--- src/sv/trqs_pkg.sv ---
// Package for the thread ready-queue scheduler: sizes, mode and status codes,
// and the per-cycle action struct passed from the scan unit to the top level.
// No dependencies.
package trqs_pkg;

  localparam int MAX_THREADS = 16;
  localparam int ID_W        = $clog2(MAX_THREADS);
  localparam int CNT_W       = $clog2(MAX_THREADS + 1);

  // Request modes
  localparam logic [1:0] MODE_CREATE    = 2'd0;
  localparam logic [1:0] MODE_YIELD_ANY = 2'd1;
  localparam logic [1:0] MODE_YIELD_TO  = 2'd2;
  localparam logic [1:0] MODE_KILL      = 2'd3;

  // Result status codes
  localparam logic [1:0] ST_OK      = 2'd0;
  localparam logic [1:0] ST_NONE    = 2'd1;
  localparam logic [1:0] ST_INVALID = 2'd2;
  localparam logic [1:0] ST_NOMORE  = 2'd3;

  typedef logic [ID_W-1:0]  id_t;
  typedef logic [CNT_W-1:0] cnt_t;

  // Decision of the scan unit for the current index
  typedef struct packed {
    logic at_end;   // scan has run past its last element
    logic purge;    // queued entry is marked: free it and drop it
    logic take;     // queued entry is the one to switch to
    logic keep;     // queued entry stays in the queue
    logic hit;      // queued entry equals the target id
    logic free_id;  // id at the scan index is not in use
  } scan_act_t;

endpackage

--- src/sv/trqs_qstore.sv ---
// Ready-queue slot storage: one write port and one registered read port.
// Depends on trqs_pkg.
module trqs_qstore
  import trqs_pkg::*;
(
  input  logic clk,
  input  logic we,
  input  id_t  waddr,
  input  id_t  wdata,
  input  id_t  raddr,
  output id_t  rdata
);

  id_t slots_r [MAX_THREADS];
  id_t rdata_r;

  always_ff @(posedge clk) begin
    if (we) begin
      slots_r[waddr] <= wdata;
    end
    rdata_r <= slots_r[raddr];
  end

  assign rdata = rdata_r;

endmodule

--- src/sv/trqs_scan_unit.sv ---
// Shared compare unit: judges one element per cycle for the id search,
// the purge/compaction pass and the find pass.
// Depends on trqs_pkg.
module trqs_scan_unit
  import trqs_pkg::*;
(
  input  logic [1:0] mode,
  input  cnt_t       idx,
  input  cnt_t       count,
  input  id_t        entry,
  input  id_t        target_id,
  input  id_t        current_id,
  input  logic       entry_killed,
  input  logic       idx_used,
  input  logic       taken,
  output scan_act_t  act
);

  logic hit;
  logic want;

  assign hit = (entry == target_id);

  // Yield-to never takes the running id itself
  assign want = (mode == MODE_YIELD_ANY) ||
                ((mode == MODE_YIELD_TO) && hit && (target_id != current_id));

  always_comb begin
    act.at_end  = (mode == MODE_CREATE) ? (idx == CNT_W'(MAX_THREADS)) : (idx == count);
    act.purge   = entry_killed;
    act.take    = !entry_killed && !taken && want;
    act.keep    = !entry_killed && !(!taken && want);
    act.hit     = hit;
    act.free_id = !idx_used;
  end

endmodule

--- src/sv/thread_ready_queue_scheduler.sv ---
// Top level of the thread ready-queue scheduler: sequencer, state registers
// and output register. Depends on trqs_pkg, trqs_qstore and trqs_scan_unit.
//
// Input channel (in_valid/in_ready, in_mode, in_target_id) carries one request
//   transaction: create, yield to any, yield to target or kill. Output channel
//   (out_valid/out_ready, out_result_id, out_status, out_running_id) returns
//   exactly one result transaction per request. Requests are handled one at a
//   time; in_ready is high only while the sequencer is idle.
// Sequence: one shared compare unit walks one element per cycle. Create scans
//   ids 1 upward, yield makes one compaction pass over the queue, and kill
//   searches the queue (no search if it names the running id). The result
//   then goes from S_FIN into the output register, where S_FIN holds while
//   an earlier result is still waiting. The sequencer then returns to S_IDLE,
//   and only there is the next request taken, so requests do not overlap.
// Reset: rst_n (synchronous, active low) empties the queue, makes id 0 the
//   running thread and marks only id 0 as used; queue slots are not cleared.
// Stall: while out_ready is low and a result is held, the next finished
//   result waits in its last state and no new request is taken.
module thread_ready_queue_scheduler
  import trqs_pkg::*;
(
  input  logic       clk,
  input  logic       rst_n,
  input  logic       in_valid,
  output logic       in_ready,
  input  logic [1:0] in_mode,
  input  logic [3:0] in_target_id,
  output logic       out_valid,
  input  logic       out_ready,
  output logic [3:0] out_result_id,
  output logic [1:0] out_status,
  output logic [3:0] out_running_id
);

  localparam logic [2:0] S_IDLE   = 3'd0;
  localparam logic [2:0] S_CREATE = 3'd1;
  localparam logic [2:0] S_PASS   = 3'd2;
  localparam logic [2:0] S_FIND   = 3'd3;
  localparam logic [2:0] S_FIN    = 3'd4;

  logic [2:0]             state_r, state_nxt;
  logic [1:0]             mode_r, mode_nxt;
  id_t                    target_r, target_nxt;
  cnt_t                   idx_r, idx_nxt;
  cnt_t                   keep_r, keep_nxt;
  logic                   taken_r, taken_nxt;
  id_t                    next_r, next_nxt;
  cnt_t                   count_r, count_nxt;
  id_t                    current_r, current_nxt;
  logic [MAX_THREADS-1:0] used_r, used_nxt;
  logic [MAX_THREADS-1:0] kill_r, kill_nxt;
  id_t                    res_id_r, res_id_nxt;
  logic [1:0]             res_status_r, res_status_nxt;

  logic                   out_valid_r, out_valid_nxt;
  id_t                    out_result_id_r, out_result_id_nxt;
  logic [1:0]             out_status_r, out_status_nxt;
  id_t                    out_running_id_r, out_running_id_nxt;

  logic      q_we;
  id_t       q_waddr;
  id_t       q_wdata;
  id_t       q_entry;
  scan_act_t act;

  // Read address is taken from idx_nxt so the registered slot lines up with idx_r
  trqs_qstore u_qstore (
    .clk   (clk),
    .we    (q_we),
    .waddr (q_waddr),
    .wdata (q_wdata),
    .raddr (idx_nxt[ID_W-1:0]),
    .rdata (q_entry)
  );

  trqs_scan_unit u_scan (
    .mode         (mode_r),
    .idx          (idx_r),
    .count        (count_r),
    .entry        (q_entry),
    .target_id    (target_r),
    .current_id   (current_r),
    .entry_killed (kill_r[q_entry]),
    .idx_used     (used_r[idx_r[ID_W-1:0]]),
    .taken        (taken_r),
    .act          (act)
  );

  assign in_ready       = (state_r == S_IDLE);
  assign out_valid      = out_valid_r;
  assign out_result_id  = out_result_id_r;
  assign out_status     = out_status_r;
  assign out_running_id = out_running_id_r;

  always_comb begin
    state_nxt          = state_r;
    mode_nxt           = mode_r;
    target_nxt         = target_r;
    idx_nxt            = idx_r;
    keep_nxt           = keep_r;
    taken_nxt          = taken_r;
    next_nxt           = next_r;
    count_nxt          = count_r;
    current_nxt        = current_r;
    used_nxt           = used_r;
    kill_nxt           = kill_r;
    res_id_nxt         = res_id_r;
    res_status_nxt     = res_status_r;
    out_valid_nxt      = out_valid_r;
    out_result_id_nxt  = out_result_id_r;
    out_status_nxt     = out_status_r;
    out_running_id_nxt = out_running_id_r;
    q_we               = 1'b0;
    q_waddr            = keep_r[ID_W-1:0];
    q_wdata            = q_entry;

    // Drop the held result once the receiver takes it
    if (out_valid_r && out_ready) begin
      out_valid_nxt = 1'b0;
    end

    case (state_r)
      S_IDLE: begin
        if (in_valid) begin
          mode_nxt   = in_mode;
          target_nxt = in_target_id;
          idx_nxt    = (in_mode == MODE_CREATE) ? CNT_W'(1) : '0;
          keep_nxt   = '0;
          taken_nxt  = 1'b0;
          if ((in_mode == MODE_KILL) && (in_target_id == current_r)) begin
            // Kill of the running thread is refused at once
            res_id_nxt     = '0;
            res_status_nxt = ST_INVALID;
            state_nxt      = S_FIN;
          end else if (in_mode == MODE_CREATE) begin
            state_nxt = S_CREATE;
          end else if (in_mode == MODE_KILL) begin
            state_nxt = S_FIND;
          end else begin
            state_nxt = S_PASS;
          end
        end
      end

      S_CREATE: begin
        if (act.at_end) begin
          res_id_nxt     = '0;
          res_status_nxt = ST_NOMORE;
          state_nxt      = S_FIN;
        end else if (act.free_id) begin
          used_nxt[idx_r[ID_W-1:0]] = 1'b1;
          kill_nxt[idx_r[ID_W-1:0]] = 1'b0;
          if (count_r < CNT_W'(MAX_THREADS)) begin
            q_we      = 1'b1;
            q_waddr   = count_r[ID_W-1:0];
            q_wdata   = idx_r[ID_W-1:0];
            count_nxt = count_r + CNT_W'(1);
          end
          res_id_nxt     = idx_r[ID_W-1:0];
          res_status_nxt = ST_OK;
          state_nxt      = S_FIN;
        end else begin
          idx_nxt = idx_r + CNT_W'(1);
        end
      end

      S_PASS: begin
        if (act.at_end) begin
          if (taken_r) begin
            // Old running id goes to the back, in the slot freed by the take
            q_we           = 1'b1;
            q_waddr        = keep_r[ID_W-1:0];
            q_wdata        = current_r;
            count_nxt      = keep_r + CNT_W'(1);
            current_nxt    = next_r;
            res_id_nxt     = next_r;
            res_status_nxt = ST_OK;
          end else begin
            count_nxt = keep_r;
            if ((mode_r == MODE_YIELD_TO) && (target_r == current_r)) begin
              res_id_nxt     = current_r;
              res_status_nxt = ST_OK;
            end else if (mode_r == MODE_YIELD_ANY) begin
              res_id_nxt     = '0;
              res_status_nxt = ST_NONE;
            end else begin
              res_id_nxt     = '0;
              res_status_nxt = ST_INVALID;
            end
          end
          state_nxt = S_FIN;
        end else begin
          if (act.purge) begin
            kill_nxt[q_entry] = 1'b0;
            used_nxt[q_entry] = 1'b0;
          end else if (act.take) begin
            taken_nxt = 1'b1;
            next_nxt  = q_entry;
          end else if (act.keep) begin
            // Compact: write back at the keep pointer, never ahead of the read
            q_we     = 1'b1;
            q_waddr  = keep_r[ID_W-1:0];
            q_wdata  = q_entry;
            keep_nxt = keep_r + CNT_W'(1);
          end
          idx_nxt = idx_r + CNT_W'(1);
        end
      end

      S_FIND: begin
        if (act.at_end) begin
          res_id_nxt     = '0;
          res_status_nxt = ST_INVALID;
          state_nxt      = S_FIN;
        end else if (act.hit) begin
          kill_nxt[target_r] = 1'b1;
          res_id_nxt         = target_r;
          res_status_nxt     = ST_OK;
          state_nxt          = S_FIN;
        end else begin
          idx_nxt = idx_r + CNT_W'(1);
        end
      end

      S_FIN: begin
        // Hold until the output register is free
        if (!out_valid_r || out_ready) begin
          out_valid_nxt      = 1'b1;
          out_result_id_nxt  = res_id_r;
          out_status_nxt     = res_status_r;
          out_running_id_nxt = current_r;
          state_nxt          = S_IDLE;
        end
      end

      default: begin
        state_nxt = S_IDLE;
      end
    endcase
  end

  always_ff @(posedge clk) begin
    if (!rst_n) begin
      state_r     <= S_IDLE;
      count_r     <= '0;
      current_r   <= '0;
      used_r      <= MAX_THREADS'(1);
      kill_r      <= '0;
      out_valid_r <= 1'b0;
      taken_r     <= 1'b0;
    end else begin
      state_r     <= state_nxt;
      count_r     <= count_nxt;
      current_r   <= current_nxt;
      used_r      <= used_nxt;
      kill_r      <= kill_nxt;
      out_valid_r <= out_valid_nxt;
      taken_r     <= taken_nxt;
    end
  end

  always_ff @(posedge clk) begin
    mode_r           <= mode_nxt;
    target_r         <= target_nxt;
    idx_r            <= idx_nxt;
    keep_r           <= keep_nxt;
    next_r           <= next_nxt;
    res_id_r         <= res_id_nxt;
    res_status_r     <= res_status_nxt;
    out_result_id_r  <= out_result_id_nxt;
    out_status_r     <= out_status_nxt;
    out_running_id_r <= out_running_id_nxt;
  end

  a_count_bound: assert property (@(posedge clk) disable iff (!rst_n)
    count_r <= CNT_W'(MAX_THREADS))
    else $error("ready count exceeds queue depth");

  a_kill_implies_used: assert property (@(posedge clk) disable iff (!rst_n)
    (kill_r & ~used_r) == '0)
    else $error("kill mark on a free id");

  a_running_used: assert property (@(posedge clk) disable iff (!rst_n)
    used_r[current_r])
    else $error("running id not marked used");

  a_error_result_zero: assert property (@(posedge clk) disable iff (!rst_n)
    (out_valid_r && (out_status_r != ST_OK)) |-> (out_result_id_r == '0))
    else $error("nonzero result id with error status");

endmodule
--- config.mk ---
export PLATFORM = sky130hd
export DESIGN_NAME = thread_ready_queue_scheduler
export DESIGN_NICKNAME = d
export VERILOG_FILES = /design/src/sv/trqs_pkg.sv /design/src/sv/trqs_qstore.sv /design/src/sv/trqs_scan_unit.sv /design/src/sv/thread_ready_queue_scheduler.sv
export SDC_FILE = /design/constraint.sdc
export NUM_CORES = 1
export LEC_CHECK = 0
export ABC_AREA = 0
export BUFFER_PORTS_ARGS = -buffer_cell sky130_fd_sc_hd__clkbuf_2
export CAP_MARGIN = 20
export CORE_ASPECT_RATIO = 0.5
export CORE_MARGIN = 5
export CORE_UTILIZATION = 23
export CTS_CLUSTER_DIAMETER = 120
export CTS_CLUSTER_SIZE = 20
export DETAILED_ROUTE_END_ITERATION = 7
export PLACE_DENSITY_LB_ADDON = 0.08
export SETUP_SLACK_MARGIN = 0.4
export SYNTH_ARGS = -nofsm -noshare
export SYNTH_HDL_FRONTEND = slang
export SYNTH_SLANG_ARGS = --single-unit
--- constraint.sdc ---
create_clock -name clk -period 3.5 [get_ports clk]
set_input_delay 0.175 -clock clk [delete_from_list [all_inputs] [get_ports clk]]
set_output_delay 0.175 -clock clk [all_outputs]
set_load 0.1 [all_outputs]
==> results of run 1 <==
routing by layer:
metal,share of wire [%],vias to the layer above,wire (um)
li1,-,2750,-
met1,52,2922,12790
met2,44,93,10900
met3,3.1,20,773
met4,1.1,0,284
met5,0,-,0
power by group:
group	internal [uW]	switching, uW	leakage (uW)	total [uW]
logic	2190	2970	0.00184	5170
registers	2360	241	0.00132	2600
clock network	1060	806	0.000284	1860
state kept, by name (all words and copies together) (netlist names), 2 cells and up:
| signal | count |
|---|---|
| idx_r | 5 |
| out_status | 2 |
| u_qstore.rdata | 4 |
| next_r | 4 |
| mode_r | 2 |
| kill_r | 16 |
| out_result_id | 4 |
| res_id_r | 4 |
| target_r | 4 |
| keep_r | 5 |
| state_r | 3 |
| u_qstore.slots_r | 64 |
| current_r | 4 |
| count_r | 5 |
| out_running_id | 4 |
| res_status_r | 2 |
| used_r | 16 |
worst reg2reg max path: cells and delay by family, from the launching register on:
kind | cells | cell delay, ns
AOI/OAI and AO/OA | 5 | 0.90
adders and majority gates | 1 | 0.25
buffers and inverters | 3 | 0.39
DFF | 1 | 0.45
muxes | 4 | 0.66
and+or+nand+nor | 3 | 0.48
path summary, 6_finish.rpt:
path         cells after the start  slack, ns   startpoint                 to
max                             16       0.26    mode_r[1]  u_qstore.rdata[0]
min                              3       0.12    out_ready          out_valid
max reg2reg                     16       0.26    mode_r[1]  u_qstore.rdata[0]
min reg2reg                      0       0.42  res_id_r[2]   out_result_id[2]
through the flow:
stage	setup WS, ns	std cells
floorplan	0.4027	696
global placement	-0.2693	1171
detailed placement	-0.2408	1171
CTS	0.2303	1221
global route	0.08926	1232
finish	0.2591	1232
cells by family (layout without fill, tap and decap cells):
logic type	after synthesis	after routing	synth area share, %
compound gates	158	158	14.02
xor+xnor	24	24	2.768
fa+ha+maj	7	7	1.153
buf+inv	66	161	4.152
flops	150	150	52.20
mux	79	79	11.47
simple gates	212	212	14.24
repair_timing:
item	4_1_cts	5_1_grt
resized for setup	67	46
endpoints found under the hold margin	6	0
cloned	3	1
pin swaps	15	22
setup endpoints to repair	169	136
hold buffers	6	0
setup buffers	9	10
area by class of cell:
class	count	area, um^2
fill	3354	22930
sequential	150	3980
multi-input combinational	480	3730
timing repair buffer	112	980.9
tap	441	551.8
clock buffer	18	429.2
clock inverter	14	148.9
inverter	17	66.31
cell usage in the layout, fill, tap and decap left out, types with 7 or more instances in the layout:
| master | n |
|---|---|
| edfxtp_1 | 96 |
| buf_4 | 67 |
| mux2i_1 | 63 |
| o21ai_0 | 48 |
| dfxtp_1 | 47 |
| nor2_1 | 38 |
| nand2_1 | 37 |
| a31oi_1 | 22 |
| clkbuf_2 | 21 |
| nand3_1 | 19 |
| clkbuf_16 | 18 |
| nor2_4 | 17 |
| a21boi_0 | 17 |
| nor3_1 | 17 |
| inv_1 | 14 |
| nand2b_1 | 14 |
| and2_1 | 14 |
| xor2_1 | 13 |
| a21oi_1 | 13 |
| nor2b_1 | 11 |
| xnor2_1 | 11 |
| nor4_1 | 8 |
| buf_6 | 8 |
| mux2i_2 | 7 |
| a21boi_1 | 7 |
==> reports/metrics.yaml, run 1 <==
max_freq_mhz: 308.6
gr-usage-all-layers_pct: 13.34
drt_wl_total_mm: 24.75
synthArstFlopShare_pct: 0
synthMostInstantiatedCell: "edfxtp_1"
diodes: 0
place_area_um2: 8522
cp-end-kind: "flop"
cp_slowest_cell: "edfxtp_1"
die_y_um: 138.5
grt_pass1_vias: 5789
vias: 5785
syn_inst: 696
worstPathMaxFanout: 7
dp_hpwl_mm: 16.68
p_leak_uw: 0.003444
rows: 47
crit_family: "compound AO/OA/AOI/OAI gates"
yosysWarnings: 0
drtIter0Drc: 346
cts_tree: "built"
syn_area_per_cell_um2: 10.91
met2_usage_pct: 20.07
use_met1_pct: 19.46
root_buffer: "clkbuf_16"
hp-class: "input pin to flop"
core_area_um2: 32810
fin_util_pct: 30.13
layout.nets: 795
p_total_uw: 9631
crit_path_frequent_cell: "mux2i_1"
grt_overflow_total: 0
synthDominantCellAreaShare_pct: 37.96
remaining_drc_errors: 0
clk_latency_ns: 0.44
grt_max_degree: 57
clock_path_buffers: 2
cts_sinks: 150
antenna_found_initial: 0
finalSetupViolCount: 0
timing.final.crit_share_pct: 92.60
yosysUniqueCellTypes: 66
clk_pin_slew_ns: 0.07
layout_min_cycle_time_ns: 3.241
grt-busiest-layer: "met2"
ys_seq_area_share_pct: 52.20
cts_inserted_buffers: 17
ys_seq_elements: 150
die_x_um: 267.0
synth_common_cells: "96 x edfxtp_1, 72 x mux2i_1, 56 x nor2_1"
syn_nets: 713
area_growth_pct: 30.20
peakVddDrop_mv: 0.4494
holdWs_ns: 0.1227
synthTopCellsByArea: "edfxtp_1 38%, dfxtp_1 14%, mux2i_1 9.5%, o21ai_0 3.3%, nor2_1 2.8%"
slowest_delay_ns: 0.45
slew_headroom_pct: 35.07
required_ns: 3.84
p_per_area_nw_per_um2: 974.2
critical_path_class: "flop to flop"
cap_viol_max_count: 0
dieArea_um2: 36970
h-tree-depth: 4
netlist_area_um2: 7594
gp_congestion: 0.7752
io_pins: 22
synth_area_leader_cell: "edfxtp_1"
viasPerCell: 4.696
drtAntennaViolNets: 0
finalMaxSlewViolations: 0
fin_skew_ns: 0.007458
routedWlPerCell_um: 20.09
crit_arrival_ns: 3.58
status: "finished, final reports clean"
grtUsageMet3_pct: 3.001
tightestPinTransition_ns: 0.9740
drive_gt1_share_pct: 28.07
crit_chain: "nor2_4, nor2_2, o32ai_2, and3_4, inv_4, ha_4, o22ai_2, a31oi_1, o41ai_2, a31oi_4, buf_12, mux2i_2, mux2i_1, mux2i_1, mux2i_1, buf_4"
finalInstanceArea_um2: 9887
hold_viol: 0
port_buffers: 21
critPathLaunchType: "flop"
start_util_pct: 23.14
drt_pre_antenna_iters: 4
synth_top_flop_cell: "edfxtp_1"
path_buf_inv: 3
totalNegativeSetupSlack_ns: 0
grt_pass1_wl_mm: 37.14
synth-edff-count: 96
rsz0062_at_grt: "true"
(Power assumes the default switching activity.)
==> run 2: changes to the inputs <==
CELL_PAD_IN_SITES_DETAIL_PLACEMENT = 1   (was not set)
CELL_PAD_IN_SITES_GLOBAL_PLACEMENT = 2   (was not set)
CTS_CLUSTER_DIAMETER = not set   (was 120)
==> run 2 against run 1 <==
Against the previous run: global-route usage is 1.1 points higher; wire length increased by 5.8%; critical endpoint is now u_qstore.rdata[3]; power rose by 0.40%; critical path depth fell by 1; fmax shrank 0.16%; cell area rose by 0.37%; sequential power is essentially flat; register-to-register slack hardly changed; sequential cell count stayed put.
==> reports/metrics.yaml, run 2 (synthesized netlist as in run 1, its figures left out) <==
multi_input_area_um2: 3670  # -1.6%
met2_usage_pct: 22.26  # +2.2 points
crit_arrival_ns: 3.57  # about the same
antenna_found_initial: 0  # unchanged
cts_sinks: 150  # unchanged
worst-path-stages: 15  # -1
p_per_area_nw_per_um2: 974.4  # about the same
cap_viol_max_count: 0  # unchanged
dp_hpwl_mm: 18.64  # +12%
slowest_delay_ns: 0.46  # about the same
finalMaxSlewViolations: 0  # unchanged
gp_congestion: 0.7902  # +1.9%
status: "finished, final reports clean"
dieArea_um2: 36970  # unchanged
ff_latch_area_um2: 3970  # -0.25%
diodes: 0  # unchanged
grt_pass1_wl_mm: 40.03  # +7.8%
die_y_um: 138.5  # unchanged
routedWlPerCell_um: 21.20  # +5.5%
finalSetupViolCount: 0  # unchanged
grt_overflow_total: 0  # unchanged
drive_gt1_share_pct: 26.57  # -1.5 points
critical_path_class: "flop to flop"
port_buffers: 21  # unchanged
layout.nets: 798  # +0.38%
core_area_um2: 32810  # unchanged
grt-busiest-layer: "met2"
gr-usage-all-layers_pct: 14.42  # +1.1 points
hold_viol: 0  # unchanged
cts_tree: "built"
path_buf_inv: 5  # +2
drt_pre_antenna_iters: 5  # +1
crit_end: "u_qstore.rdata[3]"
crit_start: "idx_r[0]"
grt_max_degree: 52  # -8.8%
critPathLaunchType: "flop"
root_buffer: "clkbuf_16"
use_met1_pct: 21.00  # +1.5 points
place_area_um2: 8537  # +0.18%
required_ns: 3.83  # about the same
drtIter0Drc: 352  # +1.7%
crit_family: "compound AO/OA/AOI/OAI gates"
rows: 47  # unchanged
cts_inserted_buffers: 17  # unchanged
worst_r2r_startpoint: "idx_r[0]"
area_growth_pct: 30.68
fin_skew_ns: 0.01382  # +0.006360 ns
cp_slowest_cell: "a221oi_1"
drtAntennaViolNets: 0  # unchanged
final_cell_mix: "96 x edfxtp_1, 69 x mux2i_1, 67 x buf_4"
io_pins: 22  # unchanged
reg2reg_to: "u_qstore.rdata[3]"
tightestPinTransition_ns: 0.9838  # +0.009806 ns
peakVddDrop_mv: 0.4591  # +2.2%
drt_wl_total_mm: 26.18  # +5.8%
slew_headroom_pct: 34.41  # -0.65 points
cp-end-kind: "flop"
hp-class: "input pin to flop"
crit_chain: "buf_12, buf_4, mux2i_1, a22oi_1, nand3_1, a221oi_1, a21oi_1, nand3b_4, buf_4, o22a_2, buf_12, buf_4, mux2i_2, mux2i_1, mux2i_1"
rsz0062_at_grt: "true"
worstPathMaxFanout: 13  # +6
grt_pass1_vias: 6167  # +6.5%
clk_latency_ns: 0.45  # about the same
top_regs: "u_qstore.slots_r (64), kill_r (16), used_r (16)"
timing.final.crit_share_pct: 92.75  # +0.15 points
remaining_drc_errors: 0  # unchanged
max_freq_mhz: 308.0  # -0.16%
p_leak_uw: 0.003491  # +1.4%
clock_path_buffers: 2  # unchanged
die_x_um: 267.0  # unchanged
final_common_cell: "edfxtp_1"
r2r_cells: 15  # -1
h-tree-depth: 4  # unchanged
r2r_slack_ns: 0.25  # about the same
grtUsageMet3_pct: 3.089  # +0.089 points
layout_min_cycle_time_ns: 3.246  # +0.005324 ns
finalInstanceArea_um2: 9923  # +0.37%
vias: 5759  # -0.45%
viasPerCell: 4.663  # -0.69%
holdWs_ns: 0.02193  # -0.1008 ns
top_register: "u_qstore.slots_r"
clk_pin_slew_ns: 0.07  # about the same
fillCellCount: 3643  # +8.6%
start_util_pct: 23.14  # unchanged
largest_reg_flops: 64  # unchanged
min_from: "in_mode[0]"
p_total_uw: 9670  # +0.40%
==> run 2: layout make-up <==
class | instances | share of cell area [%]
clock buffers | 17 | 4.287
clock inverters | 15 | 2.106
inverters | 17 | 0.6430
multi-input cells | 480 | 36.98
flip-flops and latches | 150 | 40.01
well taps | 441 | 5.560
repair buffers | 115 | 10.41
==> run 2: what timing repair did <==
| action | in CTS | in global routing |
|---|---|---|
| endpoints found under the setup margin | 168 | 139 |
| pin swaps | 14 | 20 |
| hold buffers | 4 | 0 |
| endpoints found under the hold margin | 4 | 0 |
| gates resized for setup | 50 | 52 |
| buffers inserted | 10 | 13 |
| cloned | 1 | 1 |
==> run 2: power by group <==
group	switching, uW	leakage, uW	internal [uW]	total [uW]
Clock	873	0.000313	1160	2030
Sequential	263	0.00132	2350	2620
Combinational	2910	0.00186	2120	5020
Total	4040	0.00349	5630	9670
==> run 2: how the worst min path moves through the flow <==
stage | endpoint | cells past startpoint | slack, ns
floorplan | mode_r[0] | 0 | 0.27
global placement | target_r[0] | 1 | 0.38
detailed placement | target_r[2] | 1 | 0.38
global route | mode_r[0] | 1 | 0.007
finish | mode_r[0] | 1 | 0.02
CTS | mode_r[0] | 1 | 0.003
==> run 2: routing by layer <==
layer	share of wire, %	routed length (um)
met4	0.52	136
met1	52	13540
met2	46	11950
met3	2.1	548
met5	0	0
==> run 2: stage by stage <==
| step | utilization [%] | setup TNS, ns | setup slack [ns] | instances |
|---|---|---|---|---|
| after floorplan | - | 0 | 0.4027 | 696 |
| after global placement | 26.02 | -2.068 | -0.1030 | 1173 |
| after detailed placement | 26.02 | -1.939 | -0.1045 | 1173 |
| after CTS | 28.96 | 0 | 0.2561 | 1220 |
| after global routing | 30.24 | 0 | 0.08636 | 1235 |
| final | 30.24 | 0 | 0.2538 | 1235 |
